$ cat src/rtl/pngcrc_pkg.sv
package pngcrc_pkg;

  // register indexes of the configuration port
  localparam logic REG_INPUT_LENGTH = 1'b0;
  localparam logic REG_OUTPUT_LIMIT = 1'b1;

  // chunk parser phases
  localparam logic [2:0] PH_SIG  = 3'd0;
  localparam logic [2:0] PH_LEN  = 3'd1;
  localparam logic [2:0] PH_TYPE = 3'd2;
  localparam logic [2:0] PH_DATA = 3'd3;
  localparam logic [2:0] PH_CRC  = 3'd4;
  localparam logic [2:0] PH_STOP = 3'd5;

  localparam logic MODE_REWRITE = 1'b0;
  localparam logic MODE_PASS    = 1'b1;

  localparam logic [31:0] IEND_WORD      = 32'h4945_4E44;
  localparam logic [33:0] CHUNK_OVERHEAD = 34'd12;
  localparam logic [31:0] MIN_FILE_LEN   = 32'd8;
  localparam logic [31:0] SIG_LEN        = 32'd8;
  localparam logic [31:0] FIELD_LEN      = 32'd4;
  localparam logic [31:0] CRC_INIT       = 32'hFFFF_FFFF;
  localparam logic [31:0] CRC_POLY       = 32'hEDB8_8320;

  // command queue between parser and output side
  localparam int QDEPTH = 4;
  localparam int QPTR_W = $clog2(QDEPTH);

  typedef struct packed {
    logic        has_byte;
    logic        has_len;
    logic [31:0] data;
    logic        has_end;
    logic [31:0] end_len;
    logic        rebuilt;
  } cmd_t;

  function automatic logic [7:0] sig_byte(input logic [2:0] idx);
    logic [7:0] v;
    case (idx)
      3'd0:    v = 8'h89;
      3'd1:    v = 8'h50;
      3'd2:    v = 8'h4E;
      3'd3:    v = 8'h47;
      3'd4:    v = 8'h0D;
      3'd5:    v = 8'h0A;
      3'd6:    v = 8'h1A;
      3'd7:    v = 8'h0A;
      default: v = 8'h00;
    endcase
    return v;
  endfunction

  // reflected CRC-32, one byte
  function automatic logic [31:0] crc_byte(input logic [31:0] crc, input logic [7:0] b);
    logic [31:0] c;
    c = crc ^ {24'd0, b};
    for (int k = 0; k < 8; k++) begin
      c = c[0] ? ((c >> 1) ^ CRC_POLY) : (c >> 1);
    end
    return c;
  endfunction

endpackage

$ cat src/rtl/pngcrc_front.sv
module pngcrc_front (
  input  logic               clk_i,
  input  logic               rst_ni,
  input  logic               in_valid_i,
  input  logic [7:0]         in_byte_i,
  input  logic [31:0]        input_length_i,
  input  logic [31:0]        output_limit_i,
  input  logic               q_full_i,
  output logic               q_wr_o,
  output pngcrc_pkg::cmd_t   q_wdata_o
);
  import pngcrc_pkg::*;

  logic [31:0] pos_q, pos_d;
  logic [2:0]  phase_q, phase_d;
  logic        mode_q, mode_d;
  logic [31:0] clen_q, clen_d;
  logic [31:0] fcnt_q, fcnt_d;
  logic [31:0] crc_q, crc_d;
  logic [31:0] twin_q, twin_d;
  logic [31:0] ecnt_q, ecnt_d;

  logic        accept;
  logic        final_byte;
  logic [31:0] fcnt_inc;
  logic [31:0] clen_shift;
  logic [33:0] chunk_end;
  logic        misfit;
  logic [31:0] crc_next;
  logic [31:0] crc_out;
  logic [7:0]  crc_sel;
  logic [31:0] puts;
  cmd_t        cmd;

  assign accept     = in_valid_i && !q_full_i;
  assign final_byte = (pos_q + 32'd1) == input_length_i;
  assign fcnt_inc   = fcnt_q + 32'd1;
  assign clen_shift = {clen_q[23:0], in_byte_i};
  assign crc_next   = crc_byte(crc_q, in_byte_i);
  assign crc_out    = ~crc_q;
  // chunk starts three bytes before the last length byte
  assign chunk_end  = {2'b00, pos_q} + (CHUNK_OVERHEAD - 34'd3) + {2'b00, clen_shift};
  assign misfit     = (chunk_end > {2'b00, input_length_i}) ||
                      (chunk_end > {2'b00, output_limit_i});

  always_comb begin
    case (fcnt_q[1:0])
      2'd0:    crc_sel = crc_out[31:24];
      2'd1:    crc_sel = crc_out[23:16];
      2'd2:    crc_sel = crc_out[15:8];
      default: crc_sel = crc_out[7:0];
    endcase
  end

  always_comb begin
    pos_d   = pos_q + 32'd1;
    phase_d = phase_q;
    mode_d  = mode_q;
    clen_d  = clen_q;
    fcnt_d  = fcnt_q;
    crc_d   = crc_q;
    twin_d  = twin_q;
    puts    = 32'd0;
    cmd     = '0;

    if (pos_q == 32'd0 && (input_length_i < MIN_FILE_LEN || output_limit_i < MIN_FILE_LEN)) begin
      mode_d = MODE_PASS;
    end
    if (mode_d == MODE_REWRITE && phase_q == PH_SIG && in_byte_i != sig_byte(fcnt_q[2:0])) begin
      mode_d = MODE_PASS;
    end

    if (mode_d == MODE_PASS) begin
      cmd.has_byte = 1'b1;
      cmd.data     = {24'd0, in_byte_i};
      puts         = 32'd1;
    end else begin
      case (phase_q)
        PH_SIG: begin
          cmd.has_byte = 1'b1;
          cmd.data     = {24'd0, in_byte_i};
          puts         = 32'd1;
          fcnt_d       = fcnt_inc;
          if (fcnt_inc >= SIG_LEN) begin
            fcnt_d  = 32'd0;
            phase_d = PH_LEN;
          end
        end
        PH_LEN: begin
          clen_d = clen_shift;
          fcnt_d = fcnt_inc;
          if (fcnt_inc >= FIELD_LEN) begin
            fcnt_d = 32'd0;
            if (misfit) begin
              phase_d = PH_STOP;
            end else begin
              cmd.has_len = 1'b1;
              cmd.data    = clen_shift;
              puts        = 32'd4;
              crc_d       = CRC_INIT;
              twin_d      = 32'd0;
              phase_d     = PH_TYPE;
            end
          end
        end
        PH_TYPE: begin
          cmd.has_byte = 1'b1;
          cmd.data     = {24'd0, in_byte_i};
          puts         = 32'd1;
          crc_d        = crc_next;
          twin_d       = {twin_q[23:0], in_byte_i};
          fcnt_d       = fcnt_inc;
          if (fcnt_inc >= FIELD_LEN) begin
            fcnt_d  = 32'd0;
            phase_d = (clen_q == 32'd0) ? PH_CRC : PH_DATA;
          end
        end
        PH_DATA: begin
          cmd.has_byte = 1'b1;
          cmd.data     = {24'd0, in_byte_i};
          puts         = 32'd1;
          crc_d        = crc_next;
          fcnt_d       = fcnt_inc;
          if (fcnt_inc >= clen_q) begin
            fcnt_d  = 32'd0;
            phase_d = PH_CRC;
          end
        end
        PH_CRC: begin
          cmd.has_byte = 1'b1;
          cmd.data     = {24'd0, crc_sel};
          puts         = 32'd1;
          fcnt_d       = fcnt_inc;
          if (fcnt_inc >= FIELD_LEN) begin
            fcnt_d  = 32'd0;
            clen_d  = 32'd0;
            phase_d = (twin_q == IEND_WORD) ? PH_STOP : PH_LEN;
          end
        end
        default: begin
        end
      endcase
    end

    ecnt_d = ecnt_q + puts;

    if (final_byte) begin
      cmd.has_end = 1'b1;
      cmd.end_len = ecnt_d;
      cmd.rebuilt = (mode_d == MODE_REWRITE);
      // start the next file from a clean slate
      pos_d   = 32'd0;
      phase_d = PH_SIG;
      mode_d  = MODE_REWRITE;
      clen_d  = 32'd0;
      fcnt_d  = 32'd0;
      crc_d   = CRC_INIT;
      twin_d  = 32'd0;
      ecnt_d  = 32'd0;
    end
  end

  assign q_wr_o    = accept && (cmd.has_byte || cmd.has_len || cmd.has_end);
  assign q_wdata_o = cmd;

  always_ff @(posedge clk_i or negedge rst_ni) begin
    if (!rst_ni) begin
      pos_q   <= 32'd0;
      phase_q <= PH_SIG;
      mode_q  <= MODE_REWRITE;
      clen_q  <= 32'd0;
      fcnt_q  <= 32'd0;
      crc_q   <= CRC_INIT;
      twin_q  <= 32'd0;
      ecnt_q  <= 32'd0;
    end else if (accept) begin
      pos_q   <= pos_d;
      phase_q <= phase_d;
      mode_q  <= mode_d;
      clen_q  <= clen_d;
      fcnt_q  <= fcnt_d;
      crc_q   <= crc_d;
      twin_q  <= twin_d;
      ecnt_q  <= ecnt_d;
    end
  end

  assert property (@(posedge clk_i) disable iff (!rst_ni)
    (phase_q == PH_SIG) |-> (fcnt_q < SIG_LEN))
    else $error("signature counter out of range");

  assert property (@(posedge clk_i) disable iff (!rst_ni)
    (phase_q == PH_LEN || phase_q == PH_TYPE || phase_q == PH_CRC) |-> (fcnt_q < FIELD_LEN))
    else $error("field counter out of range");

  assert property (@(posedge clk_i) disable iff (!rst_ni)
    (accept && final_byte) |=> (pos_q == 32'd0 && phase_q == PH_SIG))
    else $error("state not cleared after final byte");

endmodule

$ cat src/rtl/pngcrc_fifo.sv
module pngcrc_fifo (
  input  logic              clk_i,
  input  logic              rst_ni,
  input  logic              wr_i,
  input  pngcrc_pkg::cmd_t  wdata_i,
  input  logic              rd_i,
  output pngcrc_pkg::cmd_t  head_o,
  output logic              empty_o,
  output logic              full_o
);
  import pngcrc_pkg::*;

  cmd_t              mem [QDEPTH];
  logic [QPTR_W-1:0] wptr_q, rptr_q;
  logic [QPTR_W:0]   count_q, count_d;

  assign empty_o = (count_q == '0);
  assign full_o  = (count_q == (QPTR_W+1)'(QDEPTH));
  assign head_o  = mem[rptr_q];

  always_comb begin
    count_d = count_q;
    if (wr_i && !rd_i) begin
      count_d = count_q + 1'b1;
    end else if (!wr_i && rd_i) begin
      count_d = count_q - 1'b1;
    end
  end

  always_ff @(posedge clk_i) begin
    if (wr_i) begin
      mem[wptr_q] <= wdata_i;
    end
  end

  always_ff @(posedge clk_i or negedge rst_ni) begin
    if (!rst_ni) begin
      wptr_q  <= '0;
      rptr_q  <= '0;
      count_q <= '0;
    end else begin
      if (wr_i) begin
        wptr_q <= wptr_q + 1'b1;
      end
      if (rd_i) begin
        rptr_q <= rptr_q + 1'b1;
      end
      count_q <= count_d;
    end
  end

  assert property (@(posedge clk_i) disable iff (!rst_ni) wr_i |-> !full_o)
    else $error("write into full command queue");

  assert property (@(posedge clk_i) disable iff (!rst_ni) rd_i |-> !empty_o)
    else $error("read from empty command queue");

  assert property (@(posedge clk_i) disable iff (!rst_ni)
    count_q <= (QPTR_W+1)'(QDEPTH))
    else $error("command queue count overflow");

endmodule

$ cat src/rtl/pngcrc_back.sv
module pngcrc_back (
  input  logic              clk_i,
  input  logic              rst_ni,
  input  pngcrc_pkg::cmd_t  head_i,
  input  logic              q_empty_i,
  input  logic              pop_i,
  output logic              q_rd_o,
  output logic [7:0]        out_byte_o,
  output logic              end_marker_o,
  output logic [31:0]       out_length_o,
  output logic              was_rebuilt_o
);
  import pngcrc_pkg::*;

  logic [2:0] idx_q, idx_d;
  logic [2:0] nbytes;
  logic [2:0] total;
  logic       last;
  logic       take;
  logic [7:0] len_sel;

  assign nbytes = head_i.has_len ? 3'd4 : (head_i.has_byte ? 3'd1 : 3'd0);
  assign total  = nbytes + {2'b00, head_i.has_end};
  assign last   = (idx_q == total - 3'd1);
  assign take   = pop_i && !q_empty_i;
  assign q_rd_o = take && last;

  always_comb begin
    case (idx_q[1:0])
      2'd0:    len_sel = head_i.data[31:24];
      2'd1:    len_sel = head_i.data[23:16];
      2'd2:    len_sel = head_i.data[15:8];
      default: len_sel = head_i.data[7:0];
    endcase
  end

  always_comb begin
    out_byte_o    = 8'd0;
    end_marker_o  = 1'b0;
    out_length_o  = 32'd0;
    was_rebuilt_o = 1'b0;
    if (idx_q < nbytes) begin
      out_byte_o = head_i.has_len ? len_sel : head_i.data[7:0];
    end else begin
      end_marker_o  = 1'b1;
      out_length_o  = head_i.end_len;
      was_rebuilt_o = head_i.rebuilt;
    end
  end

  always_comb begin
    idx_d = idx_q;
    if (take) begin
      idx_d = last ? 3'd0 : idx_q + 3'd1;
    end
  end

  always_ff @(posedge clk_i or negedge rst_ni) begin
    if (!rst_ni) begin
      idx_q <= 3'd0;
    end else begin
      idx_q <= idx_d;
    end
  end

  assert property (@(posedge clk_i) disable iff (!rst_ni) !q_empty_i |-> (idx_q < total))
    else $error("result index past end of command");

  assert property (@(posedge clk_i) disable iff (!rst_ni) (idx_q != 3'd0) |-> !q_empty_i)
    else $error("partial command lost from queue");

  // hold the result index while the receiver stalls
  assert property (@(posedge clk_i) disable iff (!rst_ni)
    (!q_empty_i && !pop_i) |=> $stable(idx_q))
    else $error("result index moved without a transaction");

endmodule

$ cat src/rtl/png_chunk_crc_rewriter.sv
// channel   direction  handshake          payload
// input     in         push / full        in_byte_i
// result    out        empty / pop        out_byte_o end_marker_o out_length_o was_rebuilt_o
// config    in         cfg_we_i           cfg_index_i cfg_wdata_i
//
// One byte is taken per cycle while the four-entry command queue has room.
// A byte gives zero to five results; the output side drains one per cycle while pop
// is high, so the last length byte of a chunk (four length bytes, perhaps an end marker)
// yields up to five results on the result port and the queue absorbs the burst.
// Reset is asynchronous and clears parser state, queue pointers and both registers.
// full rises when the queue holds four commands; pop low stalls the output side, and the input once the queue fills.
module png_chunk_crc_rewriter (
  input  logic        clk_i,
  input  logic        rst_ni,
  input  logic        push,
  output logic        full,
  input  logic [7:0]  in_byte_i,
  output logic        empty,
  input  logic        pop,
  output logic [7:0]  out_byte_o,
  output logic        end_marker_o,
  output logic [31:0] out_length_o,
  output logic        was_rebuilt_o,
  input  logic        cfg_we_i,
  input  logic        cfg_index_i,
  input  logic [31:0] cfg_wdata_i
);
  import pngcrc_pkg::*;

  logic [31:0] input_length_q;
  logic [31:0] output_limit_q;
  logic        q_wr;
  logic        q_rd;
  cmd_t        q_wdata;
  cmd_t        q_head;
  logic        q_full;
  logic        q_empty;

  always_ff @(posedge clk_i or negedge rst_ni) begin
    if (!rst_ni) begin
      input_length_q <= 32'd0;
      output_limit_q <= 32'd0;
    end else if (cfg_we_i) begin
      case (cfg_index_i)
        REG_INPUT_LENGTH: input_length_q <= cfg_wdata_i;
        REG_OUTPUT_LIMIT: output_limit_q <= cfg_wdata_i;
        default: begin
        end
      endcase
    end
  end

  pngcrc_front u_front (
    .clk_i          (clk_i),
    .rst_ni         (rst_ni),
    .in_valid_i     (push),
    .in_byte_i      (in_byte_i),
    .input_length_i (input_length_q),
    .output_limit_i (output_limit_q),
    .q_full_i       (q_full),
    .q_wr_o         (q_wr),
    .q_wdata_o      (q_wdata)
  );

  pngcrc_fifo u_fifo (
    .clk_i   (clk_i),
    .rst_ni  (rst_ni),
    .wr_i    (q_wr),
    .wdata_i (q_wdata),
    .rd_i    (q_rd),
    .head_o  (q_head),
    .empty_o (q_empty),
    .full_o  (q_full)
  );

  pngcrc_back u_back (
    .clk_i         (clk_i),
    .rst_ni        (rst_ni),
    .head_i        (q_head),
    .q_empty_i     (q_empty),
    .pop_i         (pop),
    .q_rd_o        (q_rd),
    .out_byte_o    (out_byte_o),
    .end_marker_o  (end_marker_o),
    .out_length_o  (out_length_o),
    .was_rebuilt_o (was_rebuilt_o)
  );

  assign full  = q_full;
  assign empty = q_empty;

endmodule
$ cat config.mk
export PLATFORM = sky130hd
export DESIGN_NAME = png_chunk_crc_rewriter
export DESIGN_NICKNAME = d
export VERILOG_FILES = /design/src/rtl/pngcrc_pkg.sv /design/src/rtl/pngcrc_front.sv /design/src/rtl/pngcrc_fifo.sv /design/src/rtl/pngcrc_back.sv /design/src/rtl/png_chunk_crc_rewriter.sv
export SDC_FILE = /design/constraint.sdc
export NUM_CORES = 1
export LEC_CHECK = 0
export BUFFER_PORTS_ARGS = -buffer_cell sky130_fd_sc_hd__buf_2
export CORE_ASPECT_RATIO = 0.75
export CORE_MARGIN = 8
export CORE_UTILIZATION = 35
export DETAILED_ROUTE_END_ITERATION = 10
export GPL_ROUTABILITY_DRIVEN = 1
export PLACE_DENSITY_LB_ADDON = 0.2
export SYNTH_ARGS = -nofsm -noshare
export SYNTH_HDL_FRONTEND = slang
export SYNTH_SLANG_ARGS = --single-unit
$ cat constraint.sdc
create_clock -name clk_i -period 22.3 [get_ports clk_i]
set_input_delay 2.23 -clock clk_i [delete_from_list [all_inputs] [get_ports clk_i]]
set_output_delay 2.23 -clock clk_i [all_outputs]
set_load 0.005 [all_outputs]
==> reports/qor.csv <==
metric,value,unit
outcome,completed,
fin_area,34800,um2
p_sw_share,38.5,%
antenna_found_initial,6,
vdd_ir_drop_max,0.0000907,V
hold_depth,2,
max-cap-violations,0,
synth.avg_cell_area,10.8,um2
yosysTopAreaCell,edfxtp_1,
cts_tree,built,
cts_made_buffers,56,
ys_async_sr_fraction,49.8,%
p_int,0.00271,W
place_congestion,0.905,
post_cts_buffers,0,
crit_slowest_cell,nor4b_1,
drive_above_1_share,13.9,%
initial_utilization,35.1,%
grt_pass1_vias,23300,
p_sw,0.00169,W
critPathRequiredTime,22750,ps
start_kind,flop,
fin_ws,11690,ps
placed_area,32800,um2
die-area,99100,um2
post_cts_resized,0,
timing.fmax,94.3,MHz
vias,23200,
crit_arrival,11060,ps
cts_hold_buf,0,
finalSetupViolations,0,
p_clk_share,23.7,%
yosys_warnings,0,
cts.clk_slew.worst_paths,60,ps
rows,95,
rsz0062_at_grt,no,
nFillCells,8549,
worstSetupPathType,reg2reg,
cts.sinks,542,
power.density,126,nW/um2
syn-cell-area,31200,um2
p_comb_share,41.7,%
cts_buffer_depth,3,
synth_cell_type_count,95,
grt_overflow,0,
finalHoldViolations,0,
drtIter0Drc,2026,
yosys.cell_count.top_type,nand2_1,
dp_slack,11430,ps
via_per_inst,5.62,
period_share,47.6,%
grt_max_degree,86,
p_leak,13.8,nW
hp-class,reg2reg,
ys_seq_elements,542,
core,89000,um2
synth_top_area_share,26.2,%
endpoint_kind,flop,
nets,3116,
synth_edf_count,272,
h-tree-depth,2,
max_slew.worst_pin.slew,1440,ps
io_pins,90,
synth_area_leaders,"edfxtp_1 (26%), dfrtp_1 (19%), ha_1 (6.0%)",
grt.total_usage,19.1,%
synth_nets,3089,
maxSlewHeadroom,3.32,%
syn_to_final_growth,11.5,%
wl,96.3,mm
cp_max_fo,28,
dieHeight,275,um
ys_seq_area_share,47.9,%
cpPeakStageDelay,890,ps
min_period,10610,ps
setup_tns,0,ps
sequentialPowerShare,34.6,%
clock_skew,39.7,ps
syn_inst,2890,
whs,485,ps
maxSlewViolCount,0,
die-width,361,um
ys.flop_type,edfxtp_1,
grt_pass1_wl,148,mm
synth_common_cells,"nand2_1 (282), edfxtp_1 (272), dfrtp_1 (238), inv_1 (182), o21ai_0 (169)",
clk_latency,660,ps
cts_root_buf,clkbuf_16,
firstDrtPassIters,5,
rr_worst_depth,37,
drc_errors,0,
wl_per_cell,23.3,um
io_buffers,89,
hpwl,69.0,mm
ant_nets,0,
## cell type report
class	instances	area (um2)	share of cell area, %
clock buffers	70	1530	4.40
well taps	1164	1460	4.18
repair buffers	126	733	2.11
inverters	184	692	1.99
clock inverters	36	512	1.47
flip-flops and latches	542	15000	43.0
multi-input cells	2007	14900	42.9
diodes	1	2.50	0.00719
## placed cells by master (no fill, tap or decap), types with 33 or more instances in the layout
master,count
a22o_1,50
o21ai_0,169
xnor2_1,148
buf_4,37
nor3_1,41
mux2_2,35
xor2_1,81
buf_2,88
nor2_1,128
edfxtp_1,272
and2_1,53
nand3_1,64
nand2_1,282
a21oi_1,89
nor4_1,81
mux4_2,68
o31ai_1,43
dfrtp_1,236
a2bb2oi_1,33
nand4_1,63
ha_1,151
clkbuf_16,56
mux2i_1,35
a21o_1,41
inv_1,182
## path summary, 6_finish.rpt
check	from	endpoint	slack (ps)
min in group asynchronous	rst_ni	u_back.idx_q[1]	1530
max in group asynchronous	rst_ni	output_limit_q[17]	19010
worst min-delay path	u_front.mode_q	u_front.mode_q	480
worst min register to register	u_front.mode_q	u_front.mode_q	480
worst max register to register	u_front.pos_q[0]	u_fifo.mem[0][31]	11690
worst max-delay path	u_front.pos_q[0]	u_fifo.mem[0][31]	11690
## layer usage
layer	global-route usage (%)	vias up	part of all wire, %
li1	-	10700	-
met1	29.8	11700	51
met2	27.5	654	41
met3	3.11	110	6.0
met4	3.93	6	1.7
met5	0	-	0.042
## registers in the layout, summed over array words and instances, names as in the netlist, 3 cells and up
name	flops
u_front.phase_q	3
u_front.twin_q	32
u_front.clen_q	32
u_back.idx_q	3
output_limit_q	32
u_front.pos_q	32
u_front.crc_q	32
u_fifo.count_q	3
u_front.fcnt_q	32
input_length_q	32
u_fifo.mem	272
u_front.ecnt_q	32
## through the flow
stage | instances | total power (W) | utilization, %
floorplan | 2890 | 0.00276 | -
global placement | 4023 | 0.00335 | 36.8
detailed placement | 4023 | 0.00339 | 36.8
CTS | 4129 | 0.00445 | 39.1
global route | 4129 | 0.00469 | 39.1
finish | 4130 | 0.00440 | 39.1
## kinds of logic (layout without fill, tap and decap cells)
group                    Yosys count  count (layout)  share of synthesized area [%]
AND/OR/NAND/NOR                  899             899                           15.0
AO/OA/AOI/OAI                    587             587                           12.7
flip-flops                       542             542                           47.9
buffers and inverters            341             416                           4.48
XOR/XNOR                         229             229                           6.42
adder cells (fa/ha/maj)          153             153                           6.18
multiplexers                     139             139                           7.32
other                              0               1                              0
## power by group through the flow
stage	logic (W)	registers, W	clock network [W]
final	0.00183	0.00152	0.00104
after global routing	0.00203	0.00155	0.00111
after CTS	0.00186	0.00152	0.00107
after detailed placement	0.00185	0.00154	0
after global placement	0.00182	0.00153	0
after floorplan	0.00132	0.00144	0
## worst max-delay path: cells and delay by family, from the launching register on
family | cells | cell delay (ps)
AO/OA/AOI/OAI | 13 | 2840
XOR/XNOR | 2 | 500
adder cells (fa/ha/maj) | 4 | 1310
buffers and inverters | 2 | 430
flip-flops | 1 | 480
AND/OR/NAND/NOR | 16 | 4820
Power figures use the tool's default switching activity.
